## config.mk

```make
export PLATFORM = sky130hd
export DESIGN_NAME = joystick_normalize_diff_drive_mix_top
export DESIGN_NICKNAME = d
export VERILOG_FILES = /design/src/rtl/jndm_pkg.sv /design/src/rtl/jndm_front.sv /design/src/rtl/jndm_queue.sv /design/src/rtl/jndm_back.sv /design/src/rtl/joystick_normalize_diff_drive_mix_top.sv
export SDC_FILE = /design/constraint.sdc
export NUM_CORES = 2
export LEC_CHECK = 0
export BUFFER_PORTS_ARGS = -buffer_cell sky130_fd_sc_hd__buf_2
export CAP_MARGIN = 20
export CORE_MARGIN = 10
export CORE_UTILIZATION = 45
export DETAILED_ROUTE_END_ITERATION = 10
export PLACE_DENSITY = 0.59
export SLEW_MARGIN = 10
export SYNTH_ARGS = -nofsm -noshare
export SYNTH_HDL_FRONTEND = slang
export SYNTH_SLANG_ARGS = --single-unit
```

## constraint.sdc

```tcl
create_clock -name i_clk -period 112.8 [get_ports i_clk]
set_input_delay 11.28 -clock i_clk [delete_from_list [all_inputs] [get_ports i_clk]]
set_output_delay 11.28 -clock i_clk [all_outputs]
set_load 0.01 [all_outputs]
```

## src/rtl/jndm_pkg.sv

```systemverilog
// Shared types and constants for the joystick normalize / drive mix block.
`default_nettype none

package jndm_pkg;

    localparam int DEF_SAMPLE_BITS   = 12;
    localparam int DEF_FRACTION_BITS = 15;

    localparam int CFG_IDX_W = 3;

    localparam int QUEUE_DEPTH = 4;
    localparam int QUEUE_AW    = $clog2(QUEUE_DEPTH);

    typedef enum logic [CFG_IDX_W-1:0] {
        CFG_CENTER_X = 3'd0,
        CFG_CENTER_Y = 3'd1,
        CFG_MIN_X    = 3'd2,
        CFG_MAX_X    = 3'd3,
        CFG_MIN_Y    = 3'd4,
        CFG_MAX_Y    = 3'd5
    } t_cfg_reg;

    // per-axis classification made at accept time
    typedef struct packed {
        logic neg;   // sample below center
        logic zero;  // on center or zero span: axis forced to 0
    } t_axis_cls;

    typedef struct packed {
        logic      uncal;  // min == max on some axis
        t_axis_cls x;
        t_axis_cls y;
    } t_item_cls;

endpackage

`default_nettype wire

```

## src/rtl/jndm_front.sv

```systemverilog
// Front end: calibration registers, input handshake and per-axis classification.
`default_nettype none

module jndm_front #(
    parameter int SAMPLE_BITS = 12
) (
    input  logic                              i_clk,
    input  logic                              i_rst_n,
    input  logic                              i_cfg_valid,
    output logic                              o_cfg_ready,
    input  logic [jndm_pkg::CFG_IDX_W-1:0]    i_cfg_index,
    input  logic [SAMPLE_BITS-1:0]            i_cfg_data,
    input  logic                              i_in_valid,
    output logic                              o_in_ready,
    input  logic [SAMPLE_BITS-1:0]            i_raw_x,
    input  logic [SAMPLE_BITS-1:0]            i_raw_y,
    input  logic                              i_q_ready,
    output logic                              o_push,
    output jndm_pkg::t_item_cls               o_cls,
    output logic [SAMPLE_BITS-1:0]            o_diff_x,
    output logic [SAMPLE_BITS-1:0]            o_span_x,
    output logic [SAMPLE_BITS-1:0]            o_diff_y,
    output logic [SAMPLE_BITS-1:0]            o_span_y
);
    import jndm_pkg::*;

    localparam int S = SAMPLE_BITS;

    logic [S-1:0] r_center_x, r_center_y, r_min_x, r_max_x, r_min_y, r_max_y;

    logic [S-1:0] w_raw  [0:1];
    logic [S-1:0] w_cen  [0:1];
    logic [S-1:0] w_lo   [0:1];
    logic [S-1:0] w_hi   [0:1];
    logic [S-1:0] w_diff [0:1];
    logic [S-1:0] w_span [0:1];
    t_axis_cls    w_ax   [0:1];

    assign o_cfg_ready = 1'b1;

    always_ff @(posedge i_clk) begin
        if (!i_rst_n) begin
            r_center_x <= '0;
            r_center_y <= '0;
            r_min_x    <= '0;
            r_max_x    <= '0;
            r_min_y    <= '0;
            r_max_y    <= '0;
        end else if (i_cfg_valid) begin
            unique case (t_cfg_reg'(i_cfg_index))
                CFG_CENTER_X: r_center_x <= i_cfg_data;
                CFG_CENTER_Y: r_center_y <= i_cfg_data;
                CFG_MIN_X:    r_min_x    <= i_cfg_data;
                CFG_MAX_X:    r_max_x    <= i_cfg_data;
                CFG_MIN_Y:    r_min_y    <= i_cfg_data;
                CFG_MAX_Y:    r_max_y    <= i_cfg_data;
                default: ;
            endcase
        end
    end

    assign w_raw[0] = i_raw_x;
    assign w_raw[1] = i_raw_y;
    assign w_cen[0] = r_center_x;
    assign w_cen[1] = r_center_y;
    assign w_lo[0]  = r_min_x;
    assign w_lo[1]  = r_min_y;
    assign w_hi[0]  = r_max_x;
    assign w_hi[1]  = r_max_y;

    always_comb begin
        logic [S-1:0] v_lo_span;
        logic [S-1:0] v_hi_span;
        for (int a = 0; a < 2; a++) begin
            // span is an absolute distance, so a swapped min/max still divides
            v_lo_span = (w_cen[a] >= w_lo[a]) ? (w_cen[a] - w_lo[a]) : (w_lo[a] - w_cen[a]);
            v_hi_span = (w_hi[a] >= w_cen[a]) ? (w_hi[a] - w_cen[a]) : (w_cen[a] - w_hi[a]);
            priority if (w_raw[a] < w_cen[a]) begin
                w_diff[a]   = w_cen[a] - w_raw[a];
                w_span[a]   = v_lo_span;
                w_ax[a].neg = 1'b1;
            end else if (w_raw[a] > w_cen[a]) begin
                w_diff[a]   = w_raw[a] - w_cen[a];
                w_span[a]   = v_hi_span;
                w_ax[a].neg = 1'b0;
            end else begin
                w_diff[a]   = '0;
                w_span[a]   = '0;
                w_ax[a].neg = 1'b0;
            end
            w_ax[a].zero = (w_diff[a] == '0) || (w_span[a] == '0);
        end
    end

    assign o_in_ready = i_q_ready;
    assign o_push     = i_in_valid && i_q_ready;

    assign o_cls.uncal = (r_min_x == r_max_x) || (r_min_y == r_max_y);
    assign o_cls.x     = w_ax[0];
    assign o_cls.y     = w_ax[1];
    assign o_diff_x    = w_diff[0];
    assign o_span_x    = w_span[0];
    assign o_diff_y    = w_diff[1];
    assign o_span_y    = w_span[1];

endmodule

`default_nettype wire

```

## src/rtl/jndm_queue.sv

```systemverilog
// Small FIFO between the front end and the divide/mix pipeline.
`default_nettype none

module jndm_queue #(
    parameter int WIDTH = 8
) (
    input  logic             i_clk,
    input  logic             i_rst_n,
    input  logic             i_push,
    input  logic [WIDTH-1:0] i_data,
    output logic             o_ready,
    input  logic             i_pop,
    output logic             o_valid,
    output logic [WIDTH-1:0] o_data
);
    import jndm_pkg::*;

    logic [WIDTH-1:0]    r_mem [0:QUEUE_DEPTH-1];
    logic [QUEUE_AW-1:0] r_wr_ptr, r_rd_ptr;
    logic [QUEUE_AW:0]   r_count;
    logic [QUEUE_AW:0]   n_count;

    assign o_ready = (r_count != (QUEUE_AW+1)'(QUEUE_DEPTH));
    assign o_valid = (r_count != '0);
    assign o_data  = r_mem[r_rd_ptr];

    always_comb begin
        unique case ({i_push, i_pop})
            2'b10:   n_count = r_count + 1'b1;
            2'b01:   n_count = r_count - 1'b1;
            default: n_count = r_count;
        endcase
    end

    always_ff @(posedge i_clk) begin
        if (!i_rst_n) begin
            r_wr_ptr <= '0;
            r_rd_ptr <= '0;
            r_count  <= '0;
        end else begin
            if (i_push) begin
                r_wr_ptr <= r_wr_ptr + 1'b1;
            end
            if (i_pop) begin
                r_rd_ptr <= r_rd_ptr + 1'b1;
            end
            r_count <= n_count;
        end
    end

    always_ff @(posedge i_clk) begin
        if (i_push) begin
            r_mem[r_wr_ptr] <= i_data;
        end
    end

endmodule

`default_nettype wire

```

## src/rtl/jndm_back.sv

```systemverilog
// Back end: pipelined restoring divider, deadband, drive mixing and output register.
`default_nettype none

module jndm_back #(
    parameter int SAMPLE_BITS   = 12,
    parameter int FRACTION_BITS = 15
) (
    input  logic                              i_clk,
    input  logic                              i_rst_n,
    input  logic                              i_valid,
    output logic                              o_pop,
    input  jndm_pkg::t_item_cls               i_cls,
    input  logic [SAMPLE_BITS-1:0]            i_diff_x,
    input  logic [SAMPLE_BITS-1:0]            i_span_x,
    input  logic [SAMPLE_BITS-1:0]            i_diff_y,
    input  logic [SAMPLE_BITS-1:0]            i_span_y,
    output logic                              o_out_valid,
    input  logic                              i_out_ready,
    output logic signed [FRACTION_BITS+1:0]   o_norm_x,
    output logic signed [FRACTION_BITS+1:0]   o_norm_y,
    output logic [7:0]                        o_left_speed,
    output logic                              o_left_reverse,
    output logic [7:0]                        o_right_speed,
    output logic                              o_right_reverse,
    output logic                              o_not_calibrated
);
    import jndm_pkg::*;

    localparam int S    = SAMPLE_BITS;
    localparam int F    = FRACTION_BITS;
    localparam int ND   = F;        // one quotient bit per stage
    localparam int LAST = ND + 3;   // normalize, mix, output after the divider

    localparam logic [F:0]          ONE_Q  = {1'b1, {F{1'b0}}};
    localparam logic signed [F+2:0] ONE_S  = signed'({2'b00, ONE_Q});
    localparam logic [F+5:0]        DB_LIM = {5'b00000, ONE_Q};

    logic en;

    logic [LAST:0] r_vld;

    // divider stages: index 0 holds the loaded operands
    logic [S-1:0] r_rem  [0:1][0:ND-1];
    logic [S-1:0] r_span [0:1][0:ND-1];
    logic [F-1:0] r_q    [0:1][0:ND];
    logic         r_sat  [0:1][0:ND];
    t_item_cls    r_cls  [0:ND];

    logic [S-1:0] n_rem [0:1][1:ND-1];
    logic [F-1:0] n_q   [0:1][1:ND];

    // normalize stage
    logic signed [F+1:0] r_norm_n [0:1];
    logic                r_unc_n;
    logic signed [F+1:0] n_norm   [0:1];

    // mix stage
    logic signed [F+1:0] r_norm_m [0:1];
    logic [F:0]          r_mag_m  [0:1];
    logic                r_rev_m  [0:1];
    logic                r_unc_m;
    logic [F:0]          n_mag    [0:1];
    logic                n_rev    [0:1];

    // output register
    logic signed [F+1:0] r_out_norm [0:1];
    logic [7:0]          r_out_spd  [0:1];
    logic                r_out_rev  [0:1];
    logic                r_out_unc;
    logic [7:0]          n_spd      [0:1];

    assign en    = !r_vld[LAST] || i_out_ready;
    assign o_pop = en && i_valid;

    // one restoring step per stage
    always_comb begin
        logic [S:0] v_sh;
        logic [S:0] v_sub;
        logic       v_ge;
        for (int a = 0; a < 2; a++) begin
            for (int k = 1; k < ND; k++) begin
                v_sh  = {r_rem[a][k-1], 1'b0};
                v_ge  = v_sh >= {1'b0, r_span[a][k-1]};
                v_sub = v_sh - {1'b0, r_span[a][k-1]};
                n_rem[a][k] = v_ge ? v_sub[S-1:0] : v_sh[S-1:0];
                n_q[a][k]   = {r_q[a][k-1][F-2:0], v_ge};
            end
            v_sh  = {r_rem[a][ND-1], 1'b0};
            v_ge  = v_sh >= {1'b0, r_span[a][ND-1]};
            n_q[a][ND] = {r_q[a][ND-1][F-2:0], v_ge};
        end
    end

    // saturate, 5% deadband, sign
    always_comb begin
        t_axis_cls  v_ax;
        logic [F:0] v_mag;
        logic [F+5:0] v_m20;
        for (int a = 0; a < 2; a++) begin
            v_ax = (a == 0) ? r_cls[ND].x : r_cls[ND].y;
            priority if (v_ax.zero) begin
                v_mag = '0;
            end else if (r_sat[a][ND]) begin
                v_mag = ONE_Q;
            end else begin
                v_mag = {1'b0, r_q[a][ND]};
            end
            v_m20 = (F+6)'({v_mag, 4'b0000}) + (F+6)'({v_mag, 2'b00});
            if (v_m20 < DB_LIM) begin
                v_mag = '0;
            end
            if (r_cls[ND].uncal) begin
                n_norm[a] = '0;
            end else if (v_ax.neg) begin
                n_norm[a] = -signed'({1'b0, v_mag});
            end else begin
                n_norm[a] = signed'({1'b0, v_mag});
            end
        end
    end

    // left = y + x, right = y - x, clamp to full scale, split sign
    always_comb begin
        logic signed [F+2:0] v_sum;
        for (int b = 0; b < 2; b++) begin
            if (b == 0) begin
                v_sum = (F+3)'(r_norm_n[1]) + (F+3)'(r_norm_n[0]);
            end else begin
                v_sum = (F+3)'(r_norm_n[1]) - (F+3)'(r_norm_n[0]);
            end
            if (v_sum > ONE_S) begin
                v_sum = ONE_S;
            end else if (v_sum < -ONE_S) begin
                v_sum = -ONE_S;
            end
            n_rev[b] = v_sum[F+2];
            if (v_sum[F+2]) begin
                v_sum = -v_sum;
            end
            n_mag[b] = v_sum[F:0];
        end
    end

    // speed = floor(mag * 255 / ONE)
    always_comb begin
        logic [F+8:0] v_p;
        for (int b = 0; b < 2; b++) begin
            v_p      = {r_mag_m[b], 8'h00} - (F+9)'(r_mag_m[b]);
            n_spd[b] = v_p[F+7:F];
        end
    end

    always_ff @(posedge i_clk) begin
        if (!i_rst_n) begin
            r_vld <= '0;
        end else if (en) begin
            r_vld <= {r_vld[LAST-1:0], i_valid};
        end
    end

    always_ff @(posedge i_clk) begin
        if (en) begin
            r_rem[0][0]  <= i_diff_x;
            r_span[0][0] <= i_span_x;
            r_sat[0][0]  <= i_diff_x >= i_span_x;
            r_rem[1][0]  <= i_diff_y;
            r_span[1][0] <= i_span_y;
            r_sat[1][0]  <= i_diff_y >= i_span_y;
            r_q[0][0]    <= '0;
            r_q[1][0]    <= '0;
            r_cls[0]     <= i_cls;
            for (int k = 1; k <= ND; k++) begin
                r_cls[k] <= r_cls[k-1];
                for (int a = 0; a < 2; a++) begin
                    r_q[a][k]   <= n_q[a][k];
                    r_sat[a][k] <= r_sat[a][k-1];
                end
            end
            for (int k = 1; k < ND; k++) begin
                for (int a = 0; a < 2; a++) begin
                    r_rem[a][k]  <= n_rem[a][k];
                    r_span[a][k] <= r_span[a][k-1];
                end
            end
            r_unc_n <= r_cls[ND].uncal;
            r_unc_m <= r_unc_n;
            r_out_unc <= r_unc_m;
            for (int a = 0; a < 2; a++) begin
                r_norm_n[a]   <= n_norm[a];
                r_norm_m[a]   <= r_norm_n[a];
                r_mag_m[a]    <= n_mag[a];
                r_rev_m[a]    <= n_rev[a];
                r_out_norm[a] <= r_norm_m[a];
                r_out_spd[a]  <= n_spd[a];
                r_out_rev[a]  <= r_rev_m[a];
            end
        end
    end

    assign o_out_valid      = r_vld[LAST];
    assign o_norm_x         = r_out_norm[0];
    assign o_norm_y         = r_out_norm[1];
    assign o_left_speed     = r_out_spd[0];
    assign o_left_reverse   = r_out_rev[0];
    assign o_right_speed    = r_out_spd[1];
    assign o_right_reverse  = r_out_rev[1];
    assign o_not_calibrated = r_out_unc;

endmodule

`default_nettype wire

```

## src/rtl/joystick_normalize_diff_drive_mix_top.sv

```systemverilog
// Top level: joystick normalization and differential drive mixing.
//
//  port group    dir  handshake                    payload
//  cfg           in   i_cfg_valid / o_cfg_ready    i_cfg_index, i_cfg_data
//  sample in     in   i_in_valid  / o_in_ready     i_raw_x, i_raw_y
//  result out    out  o_out_valid / i_out_ready    o_norm_x/y, speeds, reverse, flag
//
// One sample pair per cycle sustained while results are taken. From input transaction
// to result valid a pair passes the queue, divider, normalize, mix and output registers; one quotient bit per stage.
// Reset (i_rst_n low, synchronous) clears calibration registers, queue and pipeline valids.
// An output stall freezes the pipeline; the front keeps taking samples until the
// 4-entry queue fills. Config writes are always taken.
`default_nettype none

module joystick_normalize_diff_drive_mix_top #(
    parameter int SAMPLE_BITS   = jndm_pkg::DEF_SAMPLE_BITS,
    parameter int FRACTION_BITS = jndm_pkg::DEF_FRACTION_BITS
) (
    input  logic                              i_clk,
    input  logic                              i_rst_n,
    input  logic                              i_cfg_valid,
    output logic                              o_cfg_ready,
    input  logic [jndm_pkg::CFG_IDX_W-1:0]    i_cfg_index,
    input  logic [SAMPLE_BITS-1:0]            i_cfg_data,
    input  logic                              i_in_valid,
    output logic                              o_in_ready,
    input  logic [SAMPLE_BITS-1:0]            i_raw_x,
    input  logic [SAMPLE_BITS-1:0]            i_raw_y,
    output logic                              o_out_valid,
    input  logic                              i_out_ready,
    output logic signed [FRACTION_BITS+1:0]   o_norm_x,
    output logic signed [FRACTION_BITS+1:0]   o_norm_y,
    output logic [7:0]                        o_left_speed,
    output logic                              o_left_reverse,
    output logic [7:0]                        o_right_speed,
    output logic                              o_right_reverse,
    output logic                              o_not_calibrated
);
    import jndm_pkg::*;

    localparam int S  = SAMPLE_BITS;
    localparam int QW = $bits(t_item_cls) + 4 * S;

    logic         w_push, w_q_ready, w_q_valid, w_pop;
    t_item_cls    w_cls_in, w_cls_out;
    logic [S-1:0] w_diff_x_in, w_span_x_in, w_diff_y_in, w_span_y_in;
    logic [S-1:0] w_diff_x_out, w_span_x_out, w_diff_y_out, w_span_y_out;
    logic [QW-1:0] w_q_din, w_q_dout;

    jndm_front #(
        .SAMPLE_BITS (SAMPLE_BITS)
    ) u_front (
        .i_clk       (i_clk),
        .i_rst_n     (i_rst_n),
        .i_cfg_valid (i_cfg_valid),
        .o_cfg_ready (o_cfg_ready),
        .i_cfg_index (i_cfg_index),
        .i_cfg_data  (i_cfg_data),
        .i_in_valid  (i_in_valid),
        .o_in_ready  (o_in_ready),
        .i_raw_x     (i_raw_x),
        .i_raw_y     (i_raw_y),
        .i_q_ready   (w_q_ready),
        .o_push      (w_push),
        .o_cls       (w_cls_in),
        .o_diff_x    (w_diff_x_in),
        .o_span_x    (w_span_x_in),
        .o_diff_y    (w_diff_y_in),
        .o_span_y    (w_span_y_in)
    );

    assign w_q_din = {w_cls_in, w_diff_x_in, w_span_x_in, w_diff_y_in, w_span_y_in};

    jndm_queue #(
        .WIDTH (QW)
    ) u_queue (
        .i_clk   (i_clk),
        .i_rst_n (i_rst_n),
        .i_push  (w_push),
        .i_data  (w_q_din),
        .o_ready (w_q_ready),
        .i_pop   (w_pop),
        .o_valid (w_q_valid),
        .o_data  (w_q_dout)
    );

    assign {w_cls_out, w_diff_x_out, w_span_x_out, w_diff_y_out, w_span_y_out} = w_q_dout;

    jndm_back #(
        .SAMPLE_BITS   (SAMPLE_BITS),
        .FRACTION_BITS (FRACTION_BITS)
    ) u_back (
        .i_clk            (i_clk),
        .i_rst_n          (i_rst_n),
        .i_valid          (w_q_valid),
        .o_pop            (w_pop),
        .i_cls            (w_cls_out),
        .i_diff_x         (w_diff_x_out),
        .i_span_x         (w_span_x_out),
        .i_diff_y         (w_diff_y_out),
        .i_span_y         (w_span_y_out),
        .o_out_valid      (o_out_valid),
        .i_out_ready      (i_out_ready),
        .o_norm_x         (o_norm_x),
        .o_norm_y         (o_norm_y),
        .o_left_speed     (o_left_speed),
        .o_left_reverse   (o_left_reverse),
        .o_right_speed    (o_right_speed),
        .o_right_reverse  (o_right_reverse),
        .o_not_calibrated (o_not_calibrated)
    );

endmodule

`default_nettype wire

```

==> flow_summary_export.csv <==
group,metric,value,unit
global_routing,grt_pass1_wl,261000,microns
power,p_leak,35.9,nW
timing,finalHoldViolCount,0,
routing,first_pass_iters,6,
synth,syn-instance-count,6846,
worst_setup_path,cp_cell_sequence,"buf_2, nor2b_1, buf_4, inv_8, buf_4, buf_4, buf_4, buf_4",
global_routing,grt_pass1_vias,50300,
worst_setup_path,slowest_stage,"buf_4",
cells_and_area,layout_common_cells,"edfxtp_1, inv_1, nand2_1",
timing,worst_pin_slew,1040,ps
worst_setup_path,r2r_end,"u_back.r_mag_m[0][30]",
timing,max_freq,65.7,MHz
worst_setup_path,worstPathMaxFanout,130,
worst_hold_path,min_path_cells,0,
cells_and_area,n_fill_cell,15400,
cells_and_area,drive_above_1_share,7.97,%
clock_network,cts_made_buffers,165,
worst_setup_path,worstRegToRegCells,23,
clock_network,clock_sinks,1541,
cells_and_area,multi_input_area,0.0309,sq mm
clock_network,tritoncts,"yes",
flow_run,cap_violations,0,
place,dp_hpwl,119000,microns
worst_setup_path,end_kind,"flip-flop",
power,ir_worst_vdd,15.1,uV
timing,skew,37.4,ps
synth,syn-cell-area,0.0796,sq mm
worst_setup_path,worstPathBufferInverterCount,7,
timing,rsz0062_at_grt,"false",
clock_network,clk_pin_slew,60,ps
floorplan,die_width,441,microns
worst_setup_path,critical_path_required,113200,ps
run_status,status,"finished clean",
clock_network,clockBufferDepth,3,
worst_hold_path,min_path_type,"flip-flop to flip-flop",
synth,synth.avg_cell_area,11.6,sq um
worst_setup_path,r2r-start,"u_back.r_norm_n[0][17]",
worst_setup_path,start_kind,"input pin",
routing,drc_errors,0,
timing,setup_ws,97580,ps
place,pre_cts_ws,96650,ps
worst_hold_path,holdPathEnd,"u_back.r_cls[1][11]",
worst_setup_path,regToRegSetupSlack,106370,ps
routing,antenna_left,0,
synth,yosysTopAreaCellShare,54.3,%
synth,yosysSeqAreaShare,56.9,%
cells_and_area,syn2layout_area_growth,11.4,%
synth,yosys.area.top_type,"edfxtp_1",
cells_and_area,final_common_cell,"edfxtp_1",
global_routing,antenna_found_initial,2,
power,p_per_area,34.1,mW/mm^2
worst_setup_path,cpPeakStageDelay,910,ps
floorplan,rows,154,
global_routing,grt_max_degree,131,
synth,synth_edf_count,1441,
clock_network,cts-root-buf,"clkbuf_16",
floorplan,dieArea,0.194,sq mm
floorplan,chipHeight,441,microns
timing,finalCritPeriodShare,13.5,%
worst_setup_path,path_delay_family,"buffers and inverters",
worst_setup_path,crit_type,"input pin to flip-flop",
synth,synthArstFlopShare,0,%
synth,ys_types,86,
clock_network,ctsHoldBuffers,0,
worst_setup_path,arrival,15630,ps
global_routing,grt_usage,16.5,%
worst_setup_path,path_common_cell,"buf_4",
routing,wire_per_inst,17.0,microns
clock_network,post_cts_buffers,0,
global_routing,grt_overflow,0,
cells_and_area,fin_nets,7691,
floorplan,start_util,45.2,%
place,portBuffers,98,
synth,yosys-top-cells-area,"edfxtp_1, ha_1, inv_1, nand2_1, o21ai_0",
synth,synth-main-ff-cell,"edfxtp_1",
cells_and_area,regArea,0.0453,sq mm
synth,ys_seq_elements,1541,
clock_network,cts_htree_levels,4,
timing,period_needed,15220,ps
floorplan,boundaryPins,100,
timing,slew_violations,0,
routing,drt_iter0_markers,2960,
routing,wl,161000,microns
cells_and_area,n_antenna_cell,0,
timing,finalSetupTns,0,ps
clock_network,clock_latency,810,ps
floorplan,coreArea,0.176,sq mm
place,gp_congestion,0.880,
synth,ys_warn_count,0,
timing,slew_headroom,30.9,%
timing,setup_violations,0,
routing,viasPerCell,5.30,
routing,vias,50200,
worst_hold_path,min_from,"u_back.r_cls[1][6]",
clock_network,post_cts_resized,0,
synth,synth_nets,7540,
[registers in the layout, summed over array words and instances, names as in the netlist, 2 cells and up, named ones only]
name,count
u_queue.r_mem,212
u_front.r_min_y,12
u_queue.r_count,3
u_back.r_q,240
u_front.r_min_x,12
u_back.r_norm_m,34
u_back.r_norm_n,34
u_back.r_rev_m,2
u_back.r_out_rev,2
u_back.r_mag_m,32
u_back.r_cls,80
u_front.r_max_y,12
u_front.r_center_y,12
u_back.r_out_spd,16
u_front.r_max_x,12
u_back.r_sat,32
u_queue.r_rd_ptr,2
u_back.r_span,360
u_back.r_rem,360
u_front.r_center_x,12
u_queue.r_wr_ptr,2
u_back.r_out_norm,34
u_back.r_vld,19
[layout make-up]
type	instances	area share [%]
clock inverter	108	1.54
multi-input combinational	4337	34.8
sequential	1541	51.1
timing repair buffer	164	1.11
tap	2340	3.30
clock buffer	193	4.81
inverter	788	3.34
[kinds of logic after synthesis]
group                    after synthesis  share of synthesized area [%]
AO/OA/AOI/OAI                       1563                           12.8
XOR/XNOR                             271                           2.98
adder cells (fa/ha/maj)              650                           10.6
buffers and inverters                968                           4.60
flip-flops                          1541                           56.9
multiplexers                          86                           1.93
other                                  1                        0.00471
AND/OR/NAND/NOR                     1766                           10.2
[layer usage]
metal	global-route usage, %	routed length (microns)
met3	2.76	6750
met1	20.5	70000
met5	0	0
met2	29.0	79600
met4	5.42	4770
[cell usage after synthesis (61+ instances only)]
library cell and number:
a21o_1 97, inv_1 783, xor2_1 120, nor2b_1 123, nand2_1 731, o31ai_1 157, clkbuf_1 152, ha_1 607
nor2_1 390, o21ai_0 431, nand4_1 77, edfxtp_1 1441, nor3_1 106, a21oi_1 256, dfxtp_1 100, a21boi_0 183
nand3_1 75, o21a_1 110, nand2b_1 61, xnor2_1 151
[through the flow]
step | power (W) | hold slack [ps] | cells | instance area (sq um) | util, %
floorplan | 0.00212 | 400 | 6846 | 79600 | -
global placement | 0.00245 | 400 | 9169 | 83000 | 47.2
detailed placement | 0.00249 | 405 | 9170 | 83100 | 47.2
CTS | 0.00305 | 390 | 9471 | 88700 | 50.4
global route | 0.00328 | 398 | 9471 | 88700 | 50.4
finish | 0.00302 | 398 | 9471 | 88700 | 50.4
[report_power, final]
| group | internal, W | switching (W) |
|---|---|---|
| logic | 0.000570 | 0.000794 |
| registers | 0.000989 | 0.000122 |
| clock network | 0.000321 | 0.000229 |
| total | 0.00188 | 0.00114 |
[worst max-delay path by stage]
stage          depth (start not counted)                      end   startpoint  slack, ps
2_1_floorplan                          3  u_back.o_not_calibrated  i_out_ready      66090
3_5_place_dp                           8     u_back.r_rem[0][180]  i_out_ready      96650
4_1_cts                                8    u_back.r_span[0][188]  i_out_ready      97530
6_report                               8    u_back.r_span[0][188]  i_out_ready      97580
3_3_place_gp                           8     u_back.r_rem[0][180]  i_out_ready      96760
5_1_grt                                8     u_back.r_rem[0][188]  i_out_ready      97170
Note: power is estimated with default switching activity, not from simulation.
